[config.mk]
export PLATFORM = sky130hd
export DESIGN_NAME = bwbp_ofifo
export DESIGN_NICKNAME = d
export VERILOG_FILES = /design/src/hdl/bwbp_pkg.sv /design/src/hdl/bwbp_ofifo.sv
export SDC_FILE = /design/constraint.sdc
export NUM_CORES = 1
export LEC_CHECK = 0
export BUFFER_PORTS_ARGS = -buffer_cell sky130_fd_sc_hd__buf_2
export CORE_MARGIN = 2
export CORE_UTILIZATION = 56
export CTS_CLUSTER_DIAMETER = 120
export DETAILED_ROUTE_END_ITERATION = 10
export PLACE_DENSITY = 0.78
export SETUP_SLACK_MARGIN = 0.05
export SKIP_CTS_REPAIR_TIMING = 1
export SYNTH_ARGS = -nofsm -noshare
export SYNTH_HDL_FRONTEND = slang
export SYNTH_SLANG_ARGS = --single-unit
export TNS_END_PERCENT = 1
[constraint.sdc]
create_clock -name i_clk -period 2.4 [get_ports i_clk]
set_input_delay 0.72 -clock i_clk [delete_from_list [all_inputs] [get_ports i_clk]]
set_output_delay 0.72 -clock i_clk [all_outputs]
set_load 0.01 [all_outputs]
[src/hdl/bwbp_pkg.sv]
// Shared types and constants for the multi-channel Butterworth bandpass biquad.
// Used by bwbp_calc, bwbp_ofifo and butterworth_bandpass_biquad.
// No dependencies.
package bwbp_pkg;

    // Fixed field widths
    localparam int CHAN_BITS    = 3;
    localparam int COEF_BITS    = 24;
    localparam int CFG_IDX_BITS = 2;

    // Output queue geometry
    localparam int OFIFO_DEPTH = 4;
    localparam int OFIFO_AW    = 2;
    localparam int OFIFO_CW    = 3;

    // Configuration register indexes
    localparam logic [CFG_IDX_BITS-1:0] CFG_FEED_ZERO = 2'd0;
    localparam logic [CFG_IDX_BITS-1:0] CFG_FB_ONE    = 2'd1;
    localparam logic [CFG_IDX_BITS-1:0] CFG_FB_TWO    = 2'd2;

    // Control that travels alongside an item through the pipeline
    typedef struct packed {
        logic                 vld;
        logic                 inr;
        logic [CHAN_BITS-1:0] chan;
    } t_tag;

    // Filter coefficients, Q2.x signed
    typedef struct packed {
        logic signed [COEF_BITS-1:0] a0;
        logic signed [COEF_BITS-1:0] b1;
        logic signed [COEF_BITS-1:0] b2;
    } t_coef;

endpackage

[src/hdl/bwbp_ofifo.sv]
// Small result queue that decouples the pipeline from output backpressure.
// Depends on bwbp_pkg for the queue depth and counter widths.
module bwbp_ofifo #(
    parameter int DW = 27
) (
    input  logic                          i_clk,
    input  logic                          i_rst_n,
    input  logic                          i_push,
    input  logic [DW-1:0]                 i_data,
    output logic                          o_valid,
    input  logic                          i_ready,
    output logic [DW-1:0]                 o_data,
    output logic [bwbp_pkg::OFIFO_CW-1:0] o_count
);

    logic [DW-1:0]                 r_buf [bwbp_pkg::OFIFO_DEPTH];
    logic [bwbp_pkg::OFIFO_AW-1:0] r_wp, r_rp;
    logic [bwbp_pkg::OFIFO_CW-1:0] r_cnt;
    logic                          w_pop;

    assign o_valid = (r_cnt != '0);
    assign w_pop   = o_valid && i_ready;
    assign o_data  = r_buf[r_rp];
    assign o_count = r_cnt;

    // Store pushed results
    always_ff @(posedge i_clk) begin
        if (i_push) begin
            r_buf[r_wp] <= i_data;
        end
    end

    // Advance pointers and track fill level
    always_ff @(posedge i_clk) begin
        if (!i_rst_n) begin
            r_wp  <= '0;
            r_rp  <= '0;
            r_cnt <= '0;
        end else begin
            if (i_push) begin
                r_wp <= r_wp + 1'b1;
            end
            if (w_pop) begin
                r_rp <= r_rp + 1'b1;
            end
            case ({i_push, w_pop})
                2'b10:   r_cnt <= r_cnt + 1'b1;
                2'b01:   r_cnt <= r_cnt - 1'b1;
                default: r_cnt <= r_cnt;
            endcase
        end
    end

endmodule

After elaboration in Yosys (flattened, before gate mapping)
Memories as Yosys holds them, arrays and structs flattened. A register that Yosys moved wholly into a read port is not among the register bits.
Index checks and enable logic that the tools add are counted.
- flip-flop bits (word level): 7
- word-level logic and storage cells: 18
- input port bits: 31
- output and inout port bits: 31
- memories kept: 1
- RAM bits: 108
- memories (memory ; words ; width ; read ports ; clocked after Yosys merged registers in ; write ports ; RTL line ; text):
    r_buf ; 4 ; 27 ; 1 ; 1 ; 1 ; bwbp_ofifo.sv:16 ; logic [DW-1:0] r_buf [bwbp_pkg::OFIFO_DEPTH];
- reduce and logical (&&, ||, !) cells: 3
- eq/ne operators: 2
- mux-type cells: 5
- $add $sub $neg: 4
- operators with widths (kind ; number):
    3-bit one-hot mux with 2 select lines ; 1
    2-bit by 1-bit adder with 2-bit output, second input constant ; 2
    2-bit 2-to-1 mux ; 2
    3-bit by 1-bit adder with 3-bit output, second input constant ; 1
    3-bit nonzero test ; 1
    3-bit by 1-bit subtractor with 3-bit output, second input constant ; 1
    2-bit by 1-bit equality test with 1-bit output, second input constant ; 1
    2-bit equality test, second input constant ; 1
    1-bit 2-to-1 mux ; 2
    2-bit nonzero test ; 1
    1-bit logical AND ; 1

Depth between registers and ports, before layout
Gate-level depths: netlist of run 1.
- word-level depth: 4
- gate-level depth with buffers: 7

Worst setup path before layout of run 1
No wires, ideal clock.
- path type: input-to-reg
- start: input port i_ready
- end: register r_cnt, in the netlist o_count[2]
- setup slack: 0.293 ns
- data arrival time: 2.031 ns
- buffers on the path: 0
- cell stages on the path: 7
- cell sequence: o31a_1 -> ha_1 -> inv_1 -> fa_1 -> xor2_1 -> or3_1 -> a21boi_0
- longest elaborated chain between the ends: 3
- ends and longest elaborated chain (element ; RTL line ; text):
    start, declared ; bwbp_ofifo.sv:11 ; input logic i_ready,
    1-bit logical AND * ; bwbp_ofifo.sv:22 ; assign w_pop = o_valid && i_ready;
    2-bit by 1-bit equality test with 1-bit output / 2-bit equality test (equally long branches) ; bwbp_ofifo.sv:46 ; case ({i_push, w_pop})
    3-bit one-hot mux with 2 select lines / 2-bit nonzero test (equally long branches) ; - ;
    end signal, assigned ; bwbp_ofifo.sv:47 ; 2'b10: r_cnt <= r_cnt + 1'b1;
    end signal, assigned ; bwbp_ofifo.sv:48 ; 2'b01: r_cnt <= r_cnt - 1'b1;
    end signal, assigned ; bwbp_ofifo.sv:49 ; default: r_cnt <= r_cnt;
    end, declared ; bwbp_ofifo.sv:18 ; logic [bwbp_pkg::OFIFO_CW-1:0] r_cnt;
Every way passes the cells marked *; elsewhere a longest branch is shown, timed or not.
A chain may end at the register's enable or synchronous reset.

==> impl_metrics.csv, run 1 <==
group,metric,value,unit
die,ios,62,
worst_setup_path,crit_type,"reg -> out",
worst_setup_path,endpoint_kind,"output port",
timing,finalHoldViolations,0,
timing,drv_slew,0,
die,row_count,32,
yosys,synth_top_area_share,0.737,
worst_setup_path,cp_max_fo,7,
drt,wirelength,7680,um
place,portBuffers,61,
die,die_h,92.7,um
die,start_util,0.573,
worst_setup_path,cp-start-kind,"flop",
timing,setup_viol,27,
worst_setup_path,crit_required,1.68,ns
timing,fin_crit,2.48,ns
yosys,synth_seq_cells,117,
global_routing,grt_max_degree,28,
die,core_area,7690,um2
drt,post_drt_wl_per_cell,20.0,um
global_routing,grt_overflow,0,
power_and_ir_drop,power,5.93,mW
drt,firstDrtPassIters,5,
timing,tightest_slew,0.422,ns
timing,rsz0062_at_grt,"yes",
finish,instances_no_fill,385,
worst_setup_path,crit_arrival,1.76,ns
global_routing,antenna_found_initial,0,
yosys,ys_seq_area_frac,0.777,
yosys,yosysWarnings,0,
yosys,avgSynthCellArea,23.5,um2
power_and_ir_drop,peakVddDrop,664,uV
timing,fin_crit_sh,1.03,
cts,cts_made_buffers,17,
global_routing,grt_pass1_vias,2220,
timing,setup-tns-final,-1.29,ns
cts,cts_tree,"built",
yosys,synthDistinctLibCells,21,
place,dp_hpwl,4060,um
timing,timing.slew.headroom,0.719,
drt,ant_nets,0,
drt,via_per_inst,5.43,
min_path,min_path_type,"in -> reg",
global_routing,grt.total_usage,0.191,
place,place_congestion,0.690,
cts,worstSkewPairLatency,0.50,ns
finish,num-fill-cells,461,
yosys,syn_area,4400,um2
finish,nets,307,
cts,cts_sinks,117,
timing,fmax,403,MHz
flow_run,cap_viol_max_count,0,
power_and_ir_drop,power.leakage,1.93,nW
outcome,violations,"negative setup slack",
timing,worst_slack,-0.0813,ns
yosys,syn_nets,224,
cts,clkTransAtPathRegs,0.05,ns
drt,vias,2090,
drt,drt_iter0_markers,156,
drt,drc_errors,0,
cts,cts_buffer_depth,2,
finish,antenna_cells,0,
cts,root_buffer,"clkbuf_8",
place,numPlacedInstances,350,
die,dieArea,8590,um2
finish,drive_above_1_share,0.449,
yosys,synth_area_leaders,"edfxtp_1 74%, mux4_2 10%, mux4_1 4.2%",
finish,final_design_area_no_fill,5540,um2
power_and_ir_drop,power_density,1070,nW/um2
yosys,syn_inst,187,
finish,syn2layout_area_growth,25.8,%
timing,timing.hold.ws,0.429,ns
global_routing,grt_pass1_wl,11600,um
place,place_area,4840,um2
yosys,yosys.area.top_type,"edfxtp_1",
die,die_w,92.7,um
timing,skew,0.00428,ns
cts,htree_levels,4,
outcome,outcome,"complete, but fails checks",
path summary, 6_finish.rpt:
| path | cells after the start | slack, ns | endpoint | start |
|---|---|---|---|---|
| worst max register to register | 7 | 0.46 | o_count[2] | o_count[0] |
| worst max-delay path | 3 | -0.08 | o_data[4] | flop |
| worst min register to register | 2 | 0.56 | o_count[2] | o_count[2] |
| worst min-delay path | 1 | 0.43 | r_buf[3][8] | i_data[8] |
through the flow:
stage | setup slack [ns] | util
final | -0.0813 | 0.721
after global routing | -0.145 | 0.721
after CTS | -0.194 | 0.702
after detailed placement | 0.124 | 0.630
after global placement | 0.162 | 0.630
after floorplan | 0.293 | -
area by class of cell:
type                            count  area [um2]  share of cell area
Tap cell                          102         128              0.0230
Clock inverter                     15         140              0.0253
Timing Repair Buffer               70         543              0.0980
Clock buffer                       17         414              0.0748
Sequential cell                   117        3430               0.619
Multi-Input combinational cell     58         865               0.156
Inverter                            6        22.5             0.00407
registers in the layout (all words and copies together), names as in the netlist, named ones only:
name and flops:
r_buf 108, o_count 3, r_rp 2, r_wp 2
cell usage in the layout, fill, tap and decap left out, types with 3 or more instances in the layout:
cell          n
clkinv_2      3
clkinvlp_4    6
ha_1          5
clkbuf_16    18
buf_4         4
buf_2        44
nor2b_1       3
buf_6        18
inv_1         6
clkinv_1      3
edfxtp_1    108
mux4_2       27
and2_1        8
dfxtp_1       8
xnor2_1       3
power breakdown:
part	internal [mW]	switching, mW
clock	1.45	0.859
combinational	0.662	0.503
sequential	2.37	0.0795
total	4.48	1.44
kinds of logic (layout without fill, tap and decap cells):
logic type      after synthesis  count (layout)  share of synthesized area
xor+xnor                      5               5                    0.00995
compound gates                5               5                    0.00796
mux                          28              28                      0.146
fa+ha+maj                     6               6                     0.0188
buf+inv                      12             108                     0.0202
simple gates                 14              14                     0.0193
flops                       117             117                      0.777
metal layers:
metal,global-route usage,wire [um]
met1,0.233,3220
met2,0.314,4020
met3,0.0700,359
met4,0.0735,85
met5,0,0
cells in the mapped netlist (all sizes together):
master and number:
and2 8, or3 2, dfxtp 9, xnor2 3, o21ai 2, nand2 1, nor2b 3, inv 6
edfxtp 108, o31a 1, buf 6, o311ai 1, mux4 27, a21boi 1, ha 5, mux2i 1
xor2 2, fa 1
critical path, stage by stage (launching register included):
cell	delay, ns
dfxtp_4	0.40
clkbuf_16	0.18
mux4_2	0.53
buf_6	0.14
No activity file was read; power rests on OpenSTA's default activity.
==> run 2: changes to the inputs <==
- CORE_UTILIZATION: 56 -> 61
- PLACE_DENSITY: 0.78 -> 0.84
- clock period: 2.4 -> 3.14 ns (I/O delays scaled with it)
==> run 2 against run 1 <==
Net effect: the flow now finishes without violations; die area shrank 7.8%; clock skew up 0.0049 ns; sequential share of layout area grew 0.66 points; largest cell class unchanged.
==> impl_metrics.csv, run 2 (synthesis results as in run 1) <==
group,metric,value,unit
outcome,outcome,"complete, no violations",
global_routing,grt_pass1_wl,12200,um
worst_setup_path,crit_type,"reg -> out",
finish,final_design_area_no_fill,5480,um2
drt,firstDrtPassIters,4,
worst_setup_path,cp-start-kind,"flop",
worst_setup_path,cp_max_fo,14,
global_routing,grt_max_degree,18,
cts,clkTransAtPathRegs,0.06,ns
worst_setup_path,endpoint_kind,"output port",
finish,layout_commonest_cell,"edfxtp_1",
global_routing,grt.total_usage,0.229,
timing,skew,0.00918,ns
timing,setup_viol,0,
timing,fin_crit_sh,0.928,
drt,wirelength,8040,um
worst_setup_path,crit_chain,"buf_4 -> mux4_2 -> buf_2",
finish,nets,309,
finish,largest_reg_flops,108,
finish,final_core_util,0.793,
finish,syn2layout_area_growth,24.5,%
timing,finalHoldViolations,0,
finish,drive_above_1_share,0.435,
cts,root_buffer,"clkbuf_8",
cts,cts_made_buffers,17,
cts,worstSkewPairLatency,0.51,ns
timing,worst_slack,0.225,ns
timing,setup-tns-final,0,ns
finish,instances_no_fill,381,
worst_setup_path,slowest_stage,"mux4_2",
timing,timing.slew.headroom,0.554,
drt,drc_errors,0,
timing,fin_crit,2.92,ns
worst_setup_path,crit_required,2.20,ns
timing,fmax,343,MHz
finish,num-fill-cells,380,
cts,htree_levels,4,
timing,timing.hold.ws,0.551,ns
finish,antenna_cells,0,
die,die_h,89.0,um
die,start_util,0.638,
power_and_ir_drop,power_density,834,nW/um2
drt,vias,2164,
place,place_congestion,0.725,
place,numPlacedInstances,349,
finish,largest_register,"r_buf",
die,row_count,30,
cts,cts_buffer_depth,2,
die,core_area,6910,um2
finish,final_cell_mix,"108 x edfxtp_1, 61 x buf_2, 20 x mux4_2",
die,ios,62,
drt,drt_iter0_markers,176,
power_and_ir_drop,power,4.57,mW
global_routing,grt_pass1_vias,2267,
finish,multi_input_area,891,um2
die,die_w,89.0,um
power_and_ir_drop,peakVddDrop,533,uV
min_path,min_path_type,"reg -> reg",
power_and_ir_drop,power.leakage,1.95,nW
cts,cts_sinks,117,
drt,post_drt_wl_per_cell,21.1,um
finish,seq_area,3430,um2
timing,rsz0062_at_grt,"no",
drt,ant_nets,0,
timing,drv_slew,0,
cts,cts_tree,"built",
worst_setup_path,crit_arrival,1.97,ns
worst_setup_path,critPathMaxStageDelay,0.53,ns
timing,tightest_slew,0.669,ns
drt,via_per_inst,5.68,
worst_setup_path,crit_buf_inv,2,
die,dieArea,7910,um2
place,place_area,4860,um2
global_routing,antenna_found_initial,0,
global_routing,grt_overflow,0,
place,dp_hpwl,4840,um
place,portBuffers,61,
flow_run,cap_viol_max_count,0,
place,post-place-ws,0.573,ns
worst_setup_path,cpLargestDelayFamily,"multiplexers",
## run 2: cell types whose count changed in the layout (fill, tap and decap cells not counted), moves of 3 or more
cell	change
buf_6	-18
mux4_1	+7
clkinvlp_4	-4
buf_4	+6
mux4_2	-7
clkinv_4	+4
clkinv_1	-3
buf_2	+17
## run 2: power by group
group | switching, mW | total [mW] | internal [mW]
Combinational | 0.336 | 0.707 | 0.371
Clock | 0.678 | 1.97 | 1.30
Sequential | 0.0808 | 1.89 | 1.81
## run 2: final cells by class
cell class	count	area share
Sequential cell	117	0.625
Multi-Input combinational cell	58	0.163
Clock buffer	18	0.0763
Timing Repair Buffer	72	0.0731
Clock inverter	14	0.0368
Tap cell	96	0.0219
Inverter	6	0.00411
## run 2: final timing paths
path               from    endpoint  slack (ns)  depth (start not counted)
min          o_count[2]  o_count[2]        0.55                          2
min reg2reg  o_count[2]  o_count[2]        0.55                          2
max                flop   o_data[8]        0.22                          3
max reg2reg  o_count[0]  o_count[2]        1.17                          7
## run 2: per-layer routing
metal,global-route usage,part of all wire,vias to the layer above
met2,0.380,0.54,90
li1,-,-,951
met5,0,0,-
met1,0.276,0.38,1106
met3,0.0702,0.055,17
met4,0.114,0.025,0
## run 2: worst register-to-register path, stage by stage (launching register included)
cell      delay (ns)
dfxtp_1         0.42
o31a_1          0.21
ha_1            0.19
inv_1           0.07
fa_1            0.39
xor2_1          0.16
or3_1           0.30
a21boi_0        0.15
==> run 3: changes to the inputs <==
- ABC_AREA: not set -> 1
- GPL_TIMING_DRIVEN: not set -> 0
==> run 3 against run 2 <==
Net effect: final area about the same; setup slack gained 0.20 ns; via count grew 33%; utilization down 3.4 points; global-route usage rose by 0.35 points; critical path type unchanged.
==> impl_metrics.csv, run 3 <==
group,metric,value,unit
yosys,synth_area_leaders,"edfxtp_1 72%, nor2_1 5.0%, dfxtp_1 4.0%",
yosys,yosys-top-cells-count,"108 x edfxtp_1, 60 x nor2_1, 35 x o21ai_0",
global_routing,antenna_found_initial,0,
yosys,ys_seq_area_frac,0.758,
finish,layout_commonest_cell,"edfxtp_1",
die,core_area,7210,um2
global_routing,grt.total_usage,0.232,
finish,drive_above_1_share,0.256,
die,start_util,0.626,
place,place_congestion,0.744,
min_path,hold_start,"r_rp[1]",
yosys,synthDistinctLibCells,18,
yosys,syn_area,4520,um2
yosys,avgSynthCellArea,13.9,um2
worst_setup_path,cp_max_fo,10,
worst_setup_path,reg2reg_to,"r_buf[0][10]",
finish,final_core_util,0.760,
cts,htree_levels,4,
yosys,synth_seq_cells,117,
drt,via_per_inst,5.56,
yosys,yosysWarnings,0,
min_path,min_to,"r_rp[1]",
cts,cts_tree,"built",
timing,skew,0.00473,ns
cts,root_buffer,"clkbuf_8",
worst_setup_path,endpoint_kind,"output port",
timing,fin_crit,2.72,ns
finish,largest_register,"r_buf",
cts,cts_sinks,117,
die,ios,62,
global_routing,grt_max_degree,28,
place,dp_hpwl,5390,um
finish,syn2layout_area_growth,21.4,%
cts,clkTransAtPathRegs,0.05,ns
finish,final_cell_mix,"108 x edfxtp_1, 65 x buf_2, 60 x nor2_1",
drt,ant_nets,0,
worst_setup_path,crit_type,"reg -> out",
yosys,syn_inst,326,
drt,wirelength,9020,um
timing,fmax,368,MHz
timing,timing.hold.ws,0.502,ns
finish,largest_reg_flops,108,
yosys,syn_nets,363,
timing,tightest_slew,1.22,ns
timing,setup-tns-final,0,ns
finish,num-fill-cells,434,
die,row_count,31,
worst_setup_path,rr_startpoint,"r_wp[0]",
yosys,synth_edf_count,108,
outcome,outcome,"complete, no violations",
finish,antenna_cells,0,
timing,setup_viol,0,
cts,cts_buffer_depth,2,
power_and_ir_drop,peakVddDrop,471,uV
drt,vias,2872,
cts,worstSkewPairLatency,0.51,ns
worst_setup_path,ff2ff_setup_slack,1.19,ns
drt,drt_iter0_markers,222,
yosys,synth_top_flop_cell,"edfxtp_1",
worst_setup_path,cp-start-kind,"flop",
power_and_ir_drop,power.leakage,2.08,nW
timing,fin_crit_sh,0.866,
flow_run,cap_viol_max_count,0,
min_path,min_path_type,"reg -> reg",
timing,drv_slew,0,
worst_setup_path,crit_arrival,1.78,ns
finish,seq_area,3420,um2
drt,post_drt_wl_per_cell,17.4,um
yosys,yosysMostFrequentCell,"edfxtp_1",
global_routing,grt_overflow,0,
timing,finalHoldViolations,0,
timing,timing.slew.headroom,0.187,
die,die_w,90.1,um
global_routing,grt_pass1_vias,2886,
timing,rsz0062_at_grt,"no",
die,dieArea,8110,um2
min_path,hold_depth,2,
place,portBuffers,61,
power_and_ir_drop,power_density,792,nW/um2
yosys,synth_top_area_share,0.718,
worst_setup_path,crit_required,2.20,ns
worst_setup_path,reg2reg_depth,4,
global_routing,grt_pass1_wl,14100,um
timing,worst_slack,0.422,ns
drt,firstDrtPassIters,4,
cts,cts_made_buffers,17,
yosys,synth-async-reset-ratio,0,
finish,multi_input_area,863,um2
finish,nets,443,
place,post-place-ws,0.718,ns
yosys,yosys.area.top_type,"edfxtp_1",
drt,drc_errors,0,
die,die_h,90.1,um
run 3: worst max-delay path by stage:
stage	slack, ns	cells after the start	startpoint	endpoint
final	0.42	6	flop	o_data[12]
after global placement	0.73	3	i_push	r_buf[0][17]
after global routing	0.37	6	flop	o_data[15]
after floorplan	1.11	11	i_ready	o_count[2]
after CTS	0.45	6	flop	o_data[12]
after detailed placement	0.72	3	i_push	r_buf[0][18]
run 3: kinds of logic (layout without fill, tap and decap cells):
kind of cell | Yosys count | after routing | synth area share
fa+ha+maj | 6 | 6 | 0.0183
flops | 117 | 117 | 0.758
simple gates | 78 | 78 | 0.0656
compound gates | 90 | 90 | 0.107
buf+inv | 35 | 127 | 0.0512
run 3: power by group:
part,switching [mW],internal (mW)
Clock,0.612,1.11
Combinational,0.502,0.299
Sequential,0.0299,1.79
run 3: worst max-delay path, stage by stage, from the launching register on:
cell	delay (ns)
dfxtp_1	0.30
buf_6	0.14
clkinv_4	0.08
buf_2	0.23
o21ai_1	0.12
o22ai_1	0.21
buf_2	0.18
run 3: area by class of cell:
cell class | instances | share of cell area
Clock inverter | 12 | 0.0208
Buffer | 16 | 0.0269
Sequential cell | 117 | 0.624
Multi-Input combinational cell | 174 | 0.157
Clock buffer | 19 | 0.0769
Timing Repair Buffer | 61 | 0.0557
Tap cell | 99 | 0.0226
Inverter | 19 | 0.0153
run 3: through the flow:
| step | cell area [um2] | cells | power [mW] |
|---|---|---|---|
| after global routing | 5480 | 517 | 4.50 |
| final | 5480 | 517 | 4.34 |
| after floorplan | 4520 | 326 | 2.35 |
| after CTS | 5480 | 517 | 4.35 |
| after global placement | 4950 | 486 | 2.61 |
| after detailed placement | 4950 | 486 | 2.65 |
run 3: per-layer routing:
metal / routed length, um / up-vias / track usage
met2: 4600 / 133 / 0.379
met5: 0 / - / 0
met3: 591 / 16 / 0.0721
met4: 170 / 0 / 0.122
li1: - / 1359 / -
met1: 3660 / 1364 / 0.280
